==> config.mk <==
export PLATFORM = sky130hd
export DESIGN_NAME = mma_mac
export DESIGN_NICKNAME = d
export VERILOG_FILES = /design/src/sv/mma_pkg.sv /design/src/sv/mma_mac.sv
export VERILOG_INCLUDE_DIRS = /design/src /design/src/sv
export SDC_FILE = /design/constraint.sdc
export NUM_CORES = 2
export LEC_CHECK = 0
export BUFFER_PORTS_ARGS = -buffer_cell sky130_fd_sc_hd__buf_2
export CAP_MARGIN = 10
export CORE_MARGIN = 8
export CORE_UTILIZATION = 65
export CTS_BUF_LIST = sky130_fd_sc_hd__clkbuf_8
export DETAILED_ROUTE_END_ITERATION = 6
export GPL_TIMING_DRIVEN = 0
export PLACE_DENSITY = 0.93
export SLEW_MARGIN = 0
export SYNTH_ARGS = -nofsm -noshare
export SYNTH_HDL_FRONTEND = slang
export SYNTH_SLANG_ARGS = --single-unit
==> constraint.sdc <==
create_clock -name clk -period 13.1 [get_ports clk]
set_input_delay 2.62 -clock clk [delete_from_list [all_inputs] [get_ports clk]]
set_output_delay 2.62 -clock clk [all_outputs]
set_load 0.005 [all_outputs]
==> src/sv/matrix_multiply_accumulate_macros.svh <==
// assertion macros shared by the matrix multiply-accumulate modules
`ifndef MATRIX_MULTIPLY_ACCUMULATE_MACROS_SVH
`define MATRIX_MULTIPLY_ACCUMULATE_MACROS_SVH

// same-cycle implication, checked out of reset
`define MMA_ASSERT_IMP(label, ante, cons, msg) \
	label: assert property (@(posedge clk) disable iff (!arst_n) (ante) |-> (cons)) \
		else $error(msg);

// next-cycle implication, checked out of reset
`define MMA_ASSERT_NXT(label, ante, cons, msg) \
	label: assert property (@(posedge clk) disable iff (!arst_n) (ante) |=> (cons)) \
		else $error(msg);

`endif

==> src/sv/mma_pkg.sv <==
// shared types and constants of the matrix multiply-accumulate engine
`default_nettype none

package mma_pkg;

	// default and fixed widths
	localparam int MAX_DIM_DEF = 16;
	localparam int ACT_W       = 3;
	localparam int RC_W        = 4;
	localparam int VAL_W       = 32;
	localparam int ACC_W       = 64;
	localparam int SIZE_W      = 5;
	localparam int IN_DATA_W   = 40;
	localparam int OUT_USER_W  = 2;

	localparam logic [SIZE_W-1:0] SIZE_RST = 5'd16;

	// saturation limits of the accumulator
	localparam logic signed [ACC_W-1:0] ACC_MAX = 64'sh7FFF_FFFF_FFFF_FFFF;
	localparam logic signed [ACC_W-1:0] ACC_MIN = 64'sh8000_0000_0000_0000;

	// cycles from the last issued beat until its result is written back
	localparam int DRAIN_CYC = 2;

	// operation codes carried in the input tuser
	typedef enum logic [ACT_W-1:0] {
		ACT_WR_A = 3'd0,
		ACT_WR_B = 3'd1,
		ACT_MAC  = 3'd2,
		ACT_CLR  = 3'd3,
		ACT_RD   = 3'd4
	} action_t;

	// one beat of the multiply-accumulate loop
	typedef struct packed {
		logic issue;
		logic first;
		logic last;
	} mma_ctl_t;

	// one entry of the result store
	typedef struct packed {
		logic signed [ACC_W-1:0] val;
		logic                    mark;
	} c_entry_t;

endpackage

`default_nettype wire

==> src/sv/mma_mac.sv <==
// shared multiply and saturating accumulate unit, two pipeline stages
`default_nettype none
`include "matrix_multiply_accumulate_macros.svh"

module mma_mac #(
	parameter int MAX_DIM = mma_pkg::MAX_DIM_DEF
) (
	input  wire logic                                   clk,
	input  wire logic                                   arst_n,
	input  wire mma_pkg::mma_ctl_t                      ctl_s0,
	input  wire logic [$clog2(MAX_DIM*MAX_DIM)-1:0]     cidx_s0,
	input  wire logic signed [mma_pkg::VAL_W-1:0]       a_rd,
	input  wire logic signed [mma_pkg::VAL_W-1:0]       b_rd,
	input  wire mma_pkg::c_entry_t                      c_rd,
	output logic                                        wr_en,
	output logic      [$clog2(MAX_DIM*MAX_DIM)-1:0]     wr_idx,
	output mma_pkg::c_entry_t                           wr_entry
);
	import mma_pkg::*;

	localparam int IW = $clog2(MAX_DIM*MAX_DIM);

	mma_ctl_t                 ctl_s1, ctl_s2;
	logic [IW-1:0]            cidx_s1, cidx_s2;
	logic signed [ACC_W-1:0]  prod_s2;
	c_entry_t                 c_s2;
	logic signed [ACC_W-1:0]  acc_q;
	logic                     mark_q;
	logic signed [ACC_W-1:0]  base;
	logic                     mark_base;
	logic [ACC_W:0]           sum_w;
	logic                     ovf_now;
	logic signed [ACC_W-1:0]  sat_sum;

	// beat tags follow the data through the stages
	always_ff @(posedge clk or negedge arst_n) begin
		if (!arst_n) begin
			ctl_s1 <= '0;
			ctl_s2 <= '0;
		end else begin
			ctl_s1 <= ctl_s0;
			ctl_s2 <= ctl_s1;
		end
	end

	// stage one: product of the two operand words
	always_ff @(posedge clk) begin
		cidx_s1 <= cidx_s0;
		cidx_s2 <= cidx_s1;
		prod_s2 <= a_rd * b_rd;
		c_s2    <= c_rd;
	end

	// stage two: saturating add onto the stored or running sum
	always_comb begin
		base      = ctl_s2.first ? c_s2.val  : acc_q;
		mark_base = ctl_s2.first ? c_s2.mark : mark_q;
		sum_w     = {base[ACC_W-1], base} + {prod_s2[ACC_W-1], prod_s2};
		ovf_now   = sum_w[ACC_W] ^ sum_w[ACC_W-1];
		if (ovf_now) begin
			sat_sum = sum_w[ACC_W] ? ACC_MIN : ACC_MAX;
		end else begin
			sat_sum = sum_w[ACC_W-1:0];
		end
	end

	// running sum and sticky mark
	always_ff @(posedge clk) begin
		if (ctl_s2.issue) begin
			acc_q  <= sat_sum;
			mark_q <= mark_base | ovf_now;
		end
	end

	// write back after the last k
	assign wr_en         = ctl_s2.issue && ctl_s2.last;
	assign wr_idx        = cidx_s2;
	assign wr_entry.val  = sat_sum;
	assign wr_entry.mark = mark_base | ovf_now;

	`MMA_ASSERT_NXT(a_ovf_sticky, ctl_s2.issue && ovf_now, mark_q, "overflow not kept in mark")
	`MMA_ASSERT_IMP(a_beat_chain, ctl_s2.issue && !ctl_s2.first, $past(ctl_s2.issue), "gap inside a sum")
	`MMA_ASSERT_NXT(a_new_elem, wr_en, !ctl_s2.issue || ctl_s2.first, "sum continued after write")

endmodule

`default_nettype wire

# Yosys cells after proc, flatten, opt, wreduce, memory -nomap -nowiden
# Cells that the tools add are included.
[word_totals]
register_bits = 216
latch_bits = 0
mem_bits_rw = 0
romBits = 0
inputBits = 142
out_inout_bits = 74
word_cells = 22
n_memories = 0
[classes]
add_sub_neg = 1
multipliers = 1
n_div = 0
n_lt_le_gt_ge = 0
eq_ne = 0
shift = 0
mux = 4
bitwise = 2
n_reduce_logical = 1
[ops]
columns = ["operator", "n"]
rows = [
  ["$mux 64", 3],
  ["$add 64x64->65", 1],
  ["$mul 32x32->64", 1],
  ["$logic_and 1x1->1", 1],
  ["$mux 1", 1],
  ["$or 1x1->1", 1],
  ["$xor 1x1->1", 1],
]

# Depth between registers and ports, before layout
[logic_depth]
word_depth = 4
ltp_mapped = 31
mapped_depth_nobuf = 29

# Worst setup path after synthesis
# No wires, ideal clock.
[synth_timing]
path_kind = "input-to-reg"
startpoint = "in a_rd[31] in the netlist's numbering"
endpoint = "reg prod_s2[62]"
setup_ps = 72
arrival_time_ps = 9798
t_required_ps = 13028
setup_slack_ps = 3230
cell_stages = 29
n_path_buf = 2
cell_sequence = "clkbuf_1 nand2_1 inv_1 fa_1 inv_1 fa_1 inv_1 fa_1 inv_1 fa_1 inv_1 fa_1 inv_1 fa_1 fa_1 fa_1 inv_1 ha_1 clkbuf_1 a21o_1 a21o_1 a21oi_1 nand2_1 nor2_1 o21ai_0 a31oi_1 o2111ai_1 a41oi_1 xnor2_1"
[synth_via]
elab_chain_cells = 1
[synth_lines]
columns = ["element", "line_no", "rtl"]
rows = [
  ["start, declared", "mma_mac.sv:12", "input wire logic signed [mma_pkg::VAL_W-1:0] a_rd,"],
  ["$mul 32x32->64", "mma_mac.sv:50", "prod_s2 <= a_rd * b_rd;"],
  ["end signal, assigned", "mma_mac.sv:50", ""],
  ["end, declared", "mma_mac.sv:25", "logic signed [ACC_W-1:0] prod_s2;"],
]
# Every way passes these cells.
# A chain may end at the register's enable or synchronous reset.

# Worst setup path in the final report
[layout_timing]
startpoint = "in a_rd[17] in the netlist's numbering"
endpoint = "reg prod_s2[62]"
# Same word-level chain as after synthesis.

==> out/qor.yml <==
run_status:
  outcome: "completed"
logic_synthesis:
  syn_inst: 4835
  synth_edf_count: 65
  synth_seq_cells: 216
  yosysMostFrequentCell: "fa_1"
  synth_nets: 6308
  synthArstFlopShare_pct: 2.78
  synth_top_area_share_pct: 46.9
  yosysSeqAreaShare_pct: 10.8
  synth.area.top_cells: "fa_1 47%, inv_1 8.5%, and2_1 6.8%, ha_1 6.7%, dfxtp_1 6.3%"
  yosysTopAreaCell: "fa_1"
  ys_warn_count: 0
  syn-cell-area_um2: 46200
  synth_cell_types: 73
  avgSynthCellArea_um2: 9.55
  yosys-top-cells-count: "1083 x fa_1, 1044 x inv_1, 593 x nand2_1, 503 x and2_1, 248 x ha_1"
  ys.flop_type: "dfxtp_1"
sta:
  min_period_over_period_pct: 89.1
  hold_violations: 0
  worst_slew_margin_rel_pct: 9.76
  max_freq_ghz: 0.0857
  fin_tns_setup_ps: 0
  tightest_slew_ps: 1350
  setup_viol: 0
  slew_violations: 0
  rsz0062_at_grt: "no"
  min_period_ps: 11670
  clock-skew-final_ps: 38.7
routing:
  route.detailed.drc: 0
  route.vias.total: 37200
  drt_iter0_markers: 4386
  vias_per_cell: 6.14
  totalWireLength_mm: 167
  ant_nets: 0
  wl_per_cell_um: 27.6
  drtPass1Iterations: 5
setup_path:
  crit_fanout: 10
  crit_path_start_kind: "input pin"
  end_kind: "flop"
  required_ps: 13590
  critPathKind: "in2reg"
  arrival_ps: 12160
place:
  portBuffers: 215
  dp_hpwl_mm: 138
  routabilityCongestion: 1.06
  postPlaceCellArea_um2: 48500
run:
  max-cap-violations: 0
finish:
  fillCellCount: 5513
  design_area_um2: 49100
  nets: 6557
  drive_above_1_share_pct: 7.01
  syn2layout_area_growth_pct: 6.36
  final_util_pct: 70.0
cts:
  cts_root_buf: "clkbuf_8"
  cts_buffers: 29
  cts-resized-gates: 0
  post-cts-setup-buffer-count: 0
  clockBufferDepth: 3
  cts_sinks: 216
  ctsHtreeMaxLevel: 1
  cts_tree: "built"
  path_clk_slew_ps: 80
  worst_skew_pair.late_latency_ps: 590
  ctsHoldBuffers: 0
die:
  fp.dieH_um: 283
  ios: 216
  die_width_um: 283
  core-area_um2: 70100
  rows: 97
  initial_core_util_pct: 65.8
  die_area_um2: 79800
grt:
  antenna_found_initial: 27
  grt_max_degree: 45
  overflow: 0
  grt_pass1_vias: 40100
  grt_pass1_wl_mm: 247
  grt_use_total_pct: 42.7
min_path:
  hold_class: "reg2reg"
==> worst max-delay path, stage by stage <==
cell,delay [ps]
buf_2,210
clkbuf_1,1020
and2_1,290
fa_1,420
fa_1,430
fa_1,540
inv_1,50
fa_1,480
inv_1,60
fa_1,480
fa_1,540
fa_1,500
inv_1,70
fa_1,540
inv_1,60
ha_1,410
a21oi_1,230
nor2b_1,60
o21ai_0,210
o21ai_0,140
a211oi_1,840
o21ai_0,520
a31oi_1,590
o2111ai_1,340
a41oi_1,340
xnor2_1,140
==> placed cells by master (no fill, tap or decap), types with 82 or more instances in the layout <==
master	count
buf_2	217
nor2_1	83
nand2_1	593
clkbuf_1	236
o21ai_0	82
a21oi_1	174
ha_1	248
dfxtp_1	145
fa_1	1083
and2_1	503
inv_1	1054
==> cell type report <==
| class | count | area [µm²] | area share [%] |
|---|---|---|---|
| repair buffers | 218 | 1130 | 2.30 |
| multi-input cells | 3329 | 36300 | 73.9 |
| diodes | 15 | 37.5 | 0.0764 |
| inverters | 1044 | 3920 | 7.98 |
| clock buffers | 33 | 454 | 0.925 |
| well taps | 940 | 1180 | 2.39 |
| plain buffers | 246 | 967 | 1.97 |
| flip-flops and latches | 216 | 5010 | 10.2 |
| clock inverters | 21 | 138 | 0.280 |
==> state kept, by name (all words and copies together) (netlist names) <==
signal	cells
acc_q	64
c_s2	65
cidx_s1	8
ctl_s1	3
ctl_s2	3
mark_q	1
prod_s2	64
wr_idx	8
==> cells by family after synthesis <==
family	after synthesis	synth area share, %
AO/OA/AOI/OAI	481	6.57
AND/OR/NAND/NOR	1316	14.1
buffers and inverters	1290	10.6
XOR/XNOR	130	2.51
adder cells (fa/ha/maj)	1336	53.8
flip-flops	216	10.8
multiplexers	66	1.60
==> per-layer routing <==
metal / share of wire [%] / vias up / track usage [%]
li1: - / 15000 / -
met1: 35 / 18700 / 53.2
met4: 8.7 / 6 / 28.7
met2: 44 / 2734 / 65.0
met5: 0.022 / - / 0
met3: 12 / 825 / 12.2
==> path summary, 6_finish.rpt <==
kind / from / end / slack [ps] / cells past startpoint
max: a_rd[17] / prod_s2[62] / 1430 / 26
min: cidx_s1[0] / wr_idx[0] / 330 / 0
max reg2reg: ctl_s2[1] / acc_q[56] / 6810 / 16
min reg2reg: cidx_s1[0] / wr_idx[0] / 330 / 0
max in group asynchronous: arst_n / ctl_s2[2] / 11090 / 1
min in group asynchronous: arst_n / ctl_s2[1] / 1850 / 1
==> stage by stage <==
stage | setup WS (ps) | std cells | hold WS [ps]
after global placement | 1270 | 5990 | 310
after floorplan | 3230 | 4835 | 310
after global routing | 1240 | 6049 | 335
after CTS | 1710 | 6046 | 330
after detailed placement | 1140 | 5992 | 312
final | 1430 | 6062 | 328
Power is left out: the tool's default activity adds up to more than one toggle a clock period on the data nets, which glitch-free logic cannot reach.
