**src/sv/matrix_multiply_accumulate_macros.svh**
```systemverilog
// assertion macros shared by the matrix multiply-accumulate modules
`ifndef MATRIX_MULTIPLY_ACCUMULATE_MACROS_SVH
`define MATRIX_MULTIPLY_ACCUMULATE_MACROS_SVH

// same-cycle implication, checked out of reset
`define MMA_ASSERT_IMP(label, ante, cons, msg) \
	label: assert property (@(posedge clk) disable iff (!arst_n) (ante) |-> (cons)) \
		else $error(msg);

// next-cycle implication, checked out of reset
`define MMA_ASSERT_NXT(label, ante, cons, msg) \
	label: assert property (@(posedge clk) disable iff (!arst_n) (ante) |=> (cons)) \
		else $error(msg);

`endif

```
**src/sv/mma_pkg.sv**
```systemverilog
// shared types and constants of the matrix multiply-accumulate engine
`default_nettype none

package mma_pkg;

	// default and fixed widths
	localparam int MAX_DIM_DEF = 16;
	localparam int ACT_W       = 3;
	localparam int RC_W        = 4;
	localparam int VAL_W       = 32;
	localparam int ACC_W       = 64;
	localparam int SIZE_W      = 5;
	localparam int IN_DATA_W   = 40;
	localparam int OUT_USER_W  = 2;

	localparam logic [SIZE_W-1:0] SIZE_RST = 5'd16;

	// saturation limits of the accumulator
	localparam logic signed [ACC_W-1:0] ACC_MAX = 64'sh7FFF_FFFF_FFFF_FFFF;
	localparam logic signed [ACC_W-1:0] ACC_MIN = 64'sh8000_0000_0000_0000;

	// cycles from the last issued beat until its result is written back
	localparam int DRAIN_CYC = 2;

	// operation codes carried in the input tuser
	typedef enum logic [ACT_W-1:0] {
		ACT_WR_A = 3'd0,
		ACT_WR_B = 3'd1,
		ACT_MAC  = 3'd2,
		ACT_CLR  = 3'd3,
		ACT_RD   = 3'd4
	} action_t;

	// one beat of the multiply-accumulate loop
	typedef struct packed {
		logic issue;
		logic first;
		logic last;
	} mma_ctl_t;

	// one entry of the result store
	typedef struct packed {
		logic signed [ACC_W-1:0] val;
		logic                    mark;
	} c_entry_t;

endpackage

`default_nettype wire

```
**src/sv/mma_seq.sv**
```systemverilog
// loop sequencer: walks i, j, k over the active size and drains the pipe
`default_nettype none

module mma_seq #(
	parameter int MAX_DIM = mma_pkg::MAX_DIM_DEF
) (
	input  wire logic                          clk,
	input  wire logic                          arst_n,
	input  wire logic                          start,
	input  wire logic [$clog2(MAX_DIM+1)-1:0]  n_act,
	output logic      [$clog2(MAX_DIM)-1:0]    idx_i,
	output logic      [$clog2(MAX_DIM)-1:0]    idx_j,
	output logic      [$clog2(MAX_DIM)-1:0]    idx_k,
	output mma_pkg::mma_ctl_t                  ctl,
	output logic                               done
);
	import mma_pkg::*;

	localparam int NW  = $clog2(MAX_DIM+1);
	localparam int DW  = $clog2(MAX_DIM);
	localparam int DRW = $clog2(DRAIN_CYC);
	localparam logic [DRW-1:0] DRAIN_LAST = DRW'(DRAIN_CYC-1);

	typedef enum logic [1:0] {
		SQ_IDLE,
		SQ_RUN,
		SQ_DRAIN
	} seq_state_t;

	seq_state_t      state_q;
	logic [DW-1:0]   i_q, j_q, k_q;
	logic [DRW-1:0]  drain_q;
	logic [DW-1:0]   nm1;
	logic            k_end, j_end, i_end;

	// loop bounds
	assign nm1   = DW'(n_act - NW'(1));
	assign k_end = (k_q == nm1);
	assign j_end = (j_q == nm1);
	assign i_end = (i_q == nm1);

	assign idx_i     = i_q;
	assign idx_j     = j_q;
	assign idx_k     = k_q;
	assign ctl.issue = (state_q == SQ_RUN);
	assign ctl.first = (k_q == '0);
	assign ctl.last  = k_end;
	assign done      = (state_q == SQ_DRAIN) && (drain_q == DRAIN_LAST);

	// loop counters, k innermost
	always_ff @(posedge clk or negedge arst_n) begin
		if (!arst_n) begin
			state_q <= SQ_IDLE;
			i_q     <= '0;
			j_q     <= '0;
			k_q     <= '0;
			drain_q <= '0;
		end else begin
			unique case (state_q)
				SQ_IDLE: begin
					if (start) begin
						i_q     <= '0;
						j_q     <= '0;
						k_q     <= '0;
						state_q <= SQ_RUN;
					end
				end
				SQ_RUN: begin
					if (k_end) begin
						k_q <= '0;
						if (j_end) begin
							j_q <= '0;
							if (i_end) begin
								drain_q <= '0;
								state_q <= SQ_DRAIN;
							end else begin
								i_q <= i_q + DW'(1);
							end
						end else begin
							j_q <= j_q + DW'(1);
						end
					end else begin
						k_q <= k_q + DW'(1);
					end
				end
				SQ_DRAIN: begin
					drain_q <= drain_q + DRW'(1);
					if (drain_q == DRAIN_LAST) begin
						state_q <= SQ_IDLE;
					end
				end
				default: begin
					state_q <= SQ_IDLE;
				end
			endcase
		end
	end

endmodule

`default_nettype wire

```
**config.mk**
```make
export PLATFORM = sky130hd
export DESIGN_NAME = mma_seq
export DESIGN_NICKNAME = d
export VERILOG_FILES = /design/src/sv/matrix_multiply_accumulate_macros.svh /design/src/sv/mma_pkg.sv /design/src/sv/mma_seq.sv
export SDC_FILE = /design/constraint.sdc
export NUM_CORES = 1
export LEC_CHECK = 0
export ABC_AREA = 0
export ABC_CLOCK_PERIOD_IN_PS = 2050
export BUFFER_PORTS_ARGS = -buffer_cell sky130_fd_sc_hd__buf_2
export CAP_MARGIN = 20
export CORE_MARGIN = 4
export CORE_UTILIZATION = 50
export CTS_CLUSTER_SIZE = 12
export DETAILED_ROUTE_END_ITERATION = 16
export PLACE_DENSITY = 0.8
export SLEW_MARGIN = 30
export SYNTH_ARGS = -nofsm -noshare
export SYNTH_HDL_FRONTEND = slang
export SYNTH_SLANG_ARGS = --single-unit
```
**constraint.sdc**
```tcl
create_clock -name clk -period 2.05 [get_ports clk]
set_input_delay 0.41 -clock clk [delete_from_list [all_inputs] [get_ports clk]]
set_output_delay 0.41 -clock clk [all_outputs]
set_load 0.005 [all_outputs]
```
After elaboration in Yosys (flattened, before gate mapping)

Index checks and enable logic that the tools add are counted.

Bits in registers: 15

Add/subtract/negate cells: 5
Equality and inequality tests: 11
Muxes and demuxes: 20
Reduce and logical (&&, ||, !) cells: 10

Operators by type and width:

| kind                | count |
|---|---|
| $mux 4              | 7 |
| $pmux 4 s2          | 3 |
| $add 4x1->4 const B | 3 |
| $eq 4x4->1          | 3 |
| $mux 2              | 5 |
| $reduce_and 5->1    | 2 |
| $ne 2x1->1 const B  | 3 |
| $ne 2x2->1 const B  | 3 |
| $pmux 2 s3          | 1 |
| $logic_not 4->1     | 1 |
| $reduce_and 4->1    | 1 |
| $reduce_bool 2->1   | 2 |
| $sub 4x1->4 const B | 1 |
| $mux 1              | 3 |
| $reduce_and 3->1    | 1 |
| $eq 2x1->1 const B  | 1 |
| $eq 2x2->1 const B  | 1 |
| $logic_not 2->1     | 1 |
| $pmux 1 s2          | 1 |
| $reduce_and 2->1    | 1 |
| $add 1x1->1 const B | 1 |
| $logic_and 1x1->1   | 1 |

Longest topological paths before layout

Gate-level depths: netlist (run 1).

Depth in word-level cells: 6
Mapped depth: 8

Least setup slack after synthesis (run 1)

OpenSTA, ideal clock, no wires.

Path type: in2reg
From: in n_act[0]
To: reg i_q[3] (netlist: idx_i[3])
Setup time: 0.132 ns
Arrival: 2.164 ns
Required time: 1.918 ns
Setup slack: -0.246 ns
Cell stages on the path: 8
Path buffers: 1
Cells stage by stage: buf_6 inv_1 ha_1 xor2_1 nand3_1 or4_4 o311ai_2 nand3_1

Word-level cells in the longest chain between the ends: 4
Elaborated cells between the ends (all ways): 8
Those cells by class: 1 x add/sub; 6 x eq/ne; 1 x reduce/logical

RTL lines:

| element                                                          | RTL line                                    | RTL |
|---|---|---|
| start, declared                                                  | mma_seq.sv:10                               | `input wire logic [$clog2(MAX_DIM+1)-1:0] n_act,` |
| $sub 4x1->4 *                                                    | mma_seq.sv:37                               | `assign nm1 = DW'(n_act - NW'(1));` |
| $eq 4x4->1 (on tied branches)                                    | mma_seq.sv:40, mma_seq.sv:38, mma_seq.sv:39 |  |
| $ne 2x2->1 (no source line) / $ne 2x1->1 (equally long branches) | --                                          |  |
| $reduce_and 5->1 (no source line) *                              | --                                          |  |
| end signal, assigned                                             | mma_seq.sv:77                               | `i_q <= i_q + DW'(1);` |
| end, declared                                                    | mma_seq.sv:31                               | `logic [DW-1:0] i_q, j_q, k_q;` |

Every way passes the cells marked *; elsewhere a longest branch is shown, timed or not.
A chain may end at the register's enable or synchronous reset.

==> impl_summary.md, run 1 <==
Clocking
The maximum clock insertion buffer count is 2. Buffers inserted to repair hold after CTS numbered 0. The cell at the root of the clock tree is sky130_fd_sc_hd__clkbuf_4.

After clock tree synthesis, the clock-pin slew on the worst setup and hold paths is 100 ps. The CTS tree is done. The number of H-tree levels is 1. The clock reaches the later pin of the worst-skew pair after 300 ps. The number of clock buffers added by TritonCTS is 3. The number of sinks on the clock net is 15.

Drt
The residual DRC count is 0. The detailed router finished its first iteration with 32 violations. For this block, the via count after detailed routing is 1,009.

Dividing the detail-routed via count by the number of cells gives 5.73. The uppermost signal routing layer after detailed routing is met4. Detailed routing placed a total of 1320 um of wire on met2. The routed length per instance is 15.2 um. Wire segments on met3 add up to 178 um in the final route.

For this run, the detailed router's first-pass iteration total came to 4. The total wire length is 2670 um. The count of nets left with antenna violations once routing finished came out at 0. In the final routing, the length of wire on met1 measures 1120 um.

Critical path
The most repeated library cell on the critical path is sky130_fd_sc_hd__buf_2. The critical path runs through a total of 8 cells. STA puts the critical path data required time at 1640 ps.

The kind of critical path is in -> out. Counting both buffers and inverters, the worst setup path holds a total of 4. The worst stage delay on the critical path is 330 ps.

The signal on the critical path passes through buf_2 -> inv_1 -> ha_4 -> xnor3_1 -> nand3_1 -> buf_4 -> nor2_2 -> buf_2. The count of cells along the worst register-to-register path is 5. The critical path data arrival time is 1610 ps.

Along the worst path, the maximum fanout reaches 4. The sort of element at the end of the critical path is an output port. STA classifies the critical path startpoint as a primary input. The kind of cell with the highest combined delay on the critical path is buffers and inverters.

On the critical path, the stage with the largest delay is an instance of sky130_fd_sc_hd__xnor3_1.

Placed design
The routability-driven placement congestion ratio is 0.851. The total of buffers placed on input and output ports is 22. Including well taps, the total number of placed cells is 170. The half-perimeter wire length of the detailed placement result is 1890 um.

STA
The hold violation total from the final report is 2. Setup violations remaining at the end of the flow were counted as 0. The minimum hold slack is -3.06 ps.

The number of max-slew violations in the final report is 0. Headroom to the max-slew limit came out at 71.4%. The worst path uses 98.6% of the clock period. The post-route minimum period is 2020 ps. Across the routed clock network, the largest skew measured is 4.65 ps. The maximum operating frequency is 0.495 GHz.

The transition time at the pin with the least slew margin is 427 ps.

Final layout
The total number of nets in the final design is 163. The share of post-route cells with drive strength above 1 is 36.2%. The count of non-filler cells in the finished layout is 176. The number of fillers in the final layout is 148.

Compared with the post-synthesis result, the final layout area differs by 27.1%. 0 antenna diodes ended up in the layout.

Synthesis
After technology mapping, the gate count stands at 111. The cell area after technology mapping is 1110 um2. The number of flip-flops and latches in the synthesized netlist is 15. Counting flops with a built-in enable in the synthesized netlist gives 0.

The async set-reset flop share out of synthesis is 100%. The post-synthesis cell type count is 37. The synthesis warning total is 0. Sequential elements use 33.9% of the synthesized area. For this run, the leading register cell type out of synthesis is sky130_fd_sc_hd__dfrtp_1.

The share of the synthesized area in the top cell type is 33.9%. By area the synthesized netlist is led by sky130_fd_sc_hd__dfrtp_1 (34%), sky130_fd_sc_hd__xor2_1 (6.3%), sky130_fd_sc_hd__ha_1 (5.7%), sky130_fd_sc_hd__xnor2_1 (5.5%), sky130_fd_sc_hd__o21ai_0 (4.1%). The net count after synthesis is 124. The mean instance size in the synthesized netlist is 9.96 um2. The largest area contributor in the netlist is sky130_fd_sc_hd__dfrtp_1.

Floorplanning
Pin placement for this block handled 24 I/O pins. The starting density of the core is 54.7%. The full die area is 3030 um2. In this run the horizontal extent of the chip is 55.0 um.

The floorplan die height is 55.0 um. In this run the standard cell core region covers 2020 um2. Row generation in the floorplan step produced 16 rows.

Power and ir drop
The cell area power density is 1060 nW/um2. The leakage power total is 0.682 nW. Overall power consumption after layout is estimated at 0.00149 W. The worst vdd rail ir drop is 621 uV.

GRT
For this run the aggregate overflow at the end of global routing stands at 0. The initial antenna violation count is 0. The first global-routing pass estimated 4220 um of wire.

The pin count of the biggest net entering global routing is 16. Global routing used 19.7% of the available tracks across all layers. The via count of the first global-routing pass is 963.

Status
The checks that failed: hold timing. The run finished, with violations left.

Flow run
The max-capacitance violation count is 0.

Hold path
The class of the worst hold path is in -> async.
## cell usage after synthesis (2+ instances only)
cell                        instances
sky130_fd_sc_hd__a21oi_1            2
sky130_fd_sc_hd__ha_1               5
sky130_fd_sc_hd__o21ai_0            9
sky130_fd_sc_hd__dfrtp_1           15
sky130_fd_sc_hd__nor3b_1            2
sky130_fd_sc_hd__xor2_1             8
sky130_fd_sc_hd__a22o_1             3
sky130_fd_sc_hd__inv_1              8
sky130_fd_sc_hd__and3_1             4
sky130_fd_sc_hd__nand2b_1           3
sky130_fd_sc_hd__xnor2_1            7
sky130_fd_sc_hd__o21bai_1           2
sky130_fd_sc_hd__nor2_1             3
sky130_fd_sc_hd__nor3_1             3
sky130_fd_sc_hd__xnor3_1            2
sky130_fd_sc_hd__o2bb2ai_1          2
sky130_fd_sc_hd__buf_6              2
sky130_fd_sc_hd__nand3_1            6
sky130_fd_sc_hd__nand2_1            7
## metrics by stage
step                      utilization, %  TNS, ps  cell area (um2)  worst slack, ps
after global placement              65.9     -243             1330            -73.5
after floorplan                        -    -34.9             1130            -34.9
final                               69.6        0             1410             28.9
after global routing                69.6    -50.0             1410            -50.0
after detailed placement            65.9     -524             1330             -164
after CTS                           67.6        0             1370             35.6
## placed cells by master, fill, tap and decap left out, drive strengths merged, types with 3 or more instances in the layout
master | synthesis | layout
o21ai | 10 | 10
and3 | 4 | 4
ha | 5 | 5
nand2 | 7 | 7
buf | 3 | 37
inv | 8 | 8
xor2 | 8 | 8
a22o | 3 | 3
nor2 | 3 | 3
nand3 | 6 | 6
xnor2 | 7 | 7
dfrtp | 15 | 15
clkbuf | 0 | 4
nor3 | 5 | 5
nand2b | 3 | 3
## logic make-up after synthesis
family                     synth area share [%]
buffers and inverters                      5.43
AOI/OAI and AO/OA                          15.4
adders and majority gates                  5.66
xor gates and xnor gates                   18.1
DFF                                        33.9
and+or+nand+nor                            19.6
muxes                                      1.92
## final cells by class
type	count	area, um2	area share, %
clock buffer	4	26.3	1.87
inverter	8	32.5	2.31
multi-input combinational	85	714	50.8
sequential	15	377	26.8
tap	27	33.8	2.40
timing repair buffer	37	223	15.8
## report_power, final
group | internal (W) | switching [W] | total, W
logic | 0.000414 | 0.000361 | 0.000774
clock network | 0.0000760 | 0.000106 | 0.000182
registers | 0.000392 | 0.000137 | 0.000530
## per-layer routing
| metal | up-vias | track usage, % |
|---|---|---|
| li1 | 475 | - |
| met1 | 489 | 24.0 |
| met2 | 39 | 33.1 |
| met3 | 6 | 4.83 |
| met4 | 0 | 7.69 |
| met5 | - | 0 |
## timing repair
action | in CTS | in global routing
resized for setup | 1 | 5
pin swaps | 0 | 1
setup endpoints to repair | 1 | 3
setup buffers | 1 | 1
## state kept, by name (all words and copies together), names as in the netlist
| name | cells |
|---|---|
| idx_i | 4 |
| drain_q | 1 |
| idx_j | 4 |
| state_q | 2 |
| idx_k | 4 |
## final timing paths
path	to	slack, ps	from
min reg2reg	idx_j[3]	570	idx_j[3]
min	idx_j[1]	-3	arst_n
max in group asynchronous	idx_k[2]	1780	arst_n
max	ctl[0]	30	n_act[1]
max reg2reg	idx_i[3]	90	idx_j[2]
min in group clk	state_q[0]	540	start
No activity file was read; power rests on OpenSTA's default activity.
==> run 2, diff against run 1 <==
CORE_UTILIZATION = 35   (was 50)
PLACE_DENSITY = 0.61   (was 0.8)
==> impl_summary.md, run 2 (synthesis results as in run 1) <==
Placed design
In this run the cell area measured after placement is 1350 um2. The routability-driven placement congestion ratio is 0.831. The HPWL after detailed placement is 2070 um. The total of buffers placed on input and output ports is 22.

Clocking
The hold-fix buffer count after cts is 0. The CTS tree is done. The number of H-tree levels is 1. The cell at the root of the clock tree is sky130_fd_sc_hd__clkbuf_4.

Clock tree synthesis found a total of 15 sinks. For the worst-skew pair, the clock arrives at the later sink with an insertion delay of 300 ps. The post-CTS clock slew at the launch and capture registers of the worst setup and hold paths is 90 ps.

The maximum clock insertion buffer count is 2. The TritonCTS buffer count is 3.

GRT
The initial antenna violation count came to 0. The global route total overflow is 0. The via count of the first global-routing pass is 1,021. The first global-routing pass estimated 4530 um of wire. In the global route stage, overall resource usage came out at 13.9%. Entering global routing, the biggest net connects 16 pins.

Critical path
Along the worst path, the maximum fanout reaches 3. STA puts the critical path data arrival time at 1570 ps. The launch point of the critical path is idx_k[2]. The worst setup path is captured at an output port. The worst setup path is of the reg -> out kind. The beginning of the worst register-to-register path is idx_i[2]. STA puts the critical path data required time at 1640 ps. The startpoint kind of the worst setup timing path is a register. The largest individual stage delay along the critical path comes from the cell sky130_fd_sc_hd__dfrtp_2. Walking the worst path, the cells encountered are xnor3_1 -> nand3_1 -> buf_4 -> nor2_2 -> buf_2. The number of buffer and inverter stages on the critical path is 2. For this run, the slowest stage of the critical path takes 430 ps. Among cell families on the critical path, the largest total delay comes from flip-flops.

STA
On the final layout, the worst clock skew is 5.12 ps. The post-route minimum period is 1980 ps. The final count of negative-setup-slack endpoints is 0. The post-route clock period utilization is 96.4%.

The tightest hold path in the finished design has a slack of 0.132 ps. Based on the critical path, the design can be clocked at up to 0.506 GHz. Adding up every negative setup slack in the final design gives 0 ps. For the pin with the worst max-slew slack, the measured transition is 372 ps. The number of max-slew violations in the final report is 0.

In this run the tightest slew margin relative to its limit is 75.1%. The hold violation total from the final report is 0.

Floorplanning
The number of placement rows is 20. The floorplan die height is 64.2 um. In this run the horizontal extent of the chip is 64.2 um. In this run the standard cell core region covers 3030 um2. The die covers 4120 um2. The starting density of the core is 36.5%. During I/O placement, the number of pins put on the boundary was 24.

Final layout
The net count of the finished layout is 161. The number of fillers in the final layout is 301. The library cell used most frequently in the layout, excluding fill and tap cells, is sky130_fd_sc_hd__buf_2.

Of the cells placed in the final design, the portion with a size suffix greater than 1 is 35.4%. 0 antenna diodes ended up in the layout. Compared with the post-synthesis result, the final layout area differs by 27.4%.

Once layout is complete, the utilization of the core stands at 46.5%. The final non-filler cell area is 1410 um2. The top cell types in the final layout, fill and taps aside, are sky130_fd_sc_hd__buf_2 (22), sky130_fd_sc_hd__dfrtp_1 (14), sky130_fd_sc_hd__buf_4 (13).

Drt
After the first detailed-routing iteration, the DRC count stood at 22. The number of optimization iterations in the first detailed-route pass is 4. The routed layout has 962 vias. The routed length per instance is 13.3 um. The remaining antenna violation count is 0. After detailed routing, the number of remaining DRC violations is 0. Using the TritonRoute via totals, the vias-per-cell ratio works out to 5.04. The total wire length is 2540 um.

Flow run
The tool flagged a number of max-cap violations equal to 0.

Hold path
The class of the worst hold path is in -> async.

Power and ir drop
Power comes to 0.00146 W. For this design the static power due to leakage is 0.671 nW. The worst vdd rail ir drop is 520 uV. Power spread over the standard cell area amounts to 1040 nW/um2.

Status
The run finished with clean final reports.
run 2: changes by cell type in the layout (fill, tap and decap cells not counted):
cell and delta:
sky130_fd_sc_hd__buf_4 -2, sky130_fd_sc_hd__nor3_2 -1, sky130_fd_sc_hd__nor3_4 +1, sky130_fd_sc_hd__o311ai_2 +1, sky130_fd_sc_hd__o311ai_4 -1
run 2: final timing paths:
kind | to | slack (ps) | depth (start not counted)
worst max-delay path | ctl[0] | 70 | 5
worst min-delay path | idx_j[3] | 0.1 | 1
worst max register to register | idx_i[0] | 110 | 5
worst min register to register | idx_j[3] | 550 | 1
max in group asynchronous | idx_k[2] | 1770 | 1
min in group clk | state_q[0] | 540 | 4
run 2: through the flow:
| stage | setup slack, ps | instances |
|---|---|---|
| 2_1_floorplan | -34.9 | 111 |
| 3_3_place_gp | -86.8 | 186 |
| 3_5_place_dp | -150 | 186 |
| 4_1_cts | 1.18 | 190 |
| 5_1_grt | -14.9 | 191 |
| 6_report | 74.0 | 191 |
run 2: worst reg2reg max path, cell delays in order (launching register included):
cell and delay [ps]:
sky130_fd_sc_hd__dfrtp_1 450, sky130_fd_sc_hd__xor3_1 430, sky130_fd_sc_hd__nor3_1 350, sky130_fd_sc_hd__a211oi_2 140
sky130_fd_sc_hd__and3_1 210, sky130_fd_sc_hd__mux2_2 260
run 2: layer usage:
metal	part of all wire, %	GRT usage, %	vias to the layer above
li1	-	-	469
met1	43	15.9	460
met2	50	24.9	23
met3	4.8	3.16	10
met4	2.8	5.28	0
met5	0	0	-
run 2: repair_timing:
item | in CTS | in global routing
buffers inserted | 0 | 1
hold endpoints to repair | 0 | 0
endpoints found under the setup margin | 1 | 6
gates resized for setup | 1 | 5
run 2: power breakdown:
| part | leakage (nW) | switching (W) | internal, W |
|---|---|---|---|
| Sequential | 0.185 | 0.000136 | 0.000392 |
| Clock | 0.0150 | 0.000102 | 0.0000759 |
| Combinational | 0.472 | 0.000338 | 0.000420 |
run 2: cell type report:
cell class                      instances  area [um2]  share of cell area, %
Timing Repair Buffer                   35         208                   14.7
Tap cell                               44        55.1                   3.91
Inverter                                8        32.5                   2.31
Multi-Input combinational cell         85         711                   50.4
Sequential cell                        15         377                   26.7
Clock buffer                            4        26.3                   1.87
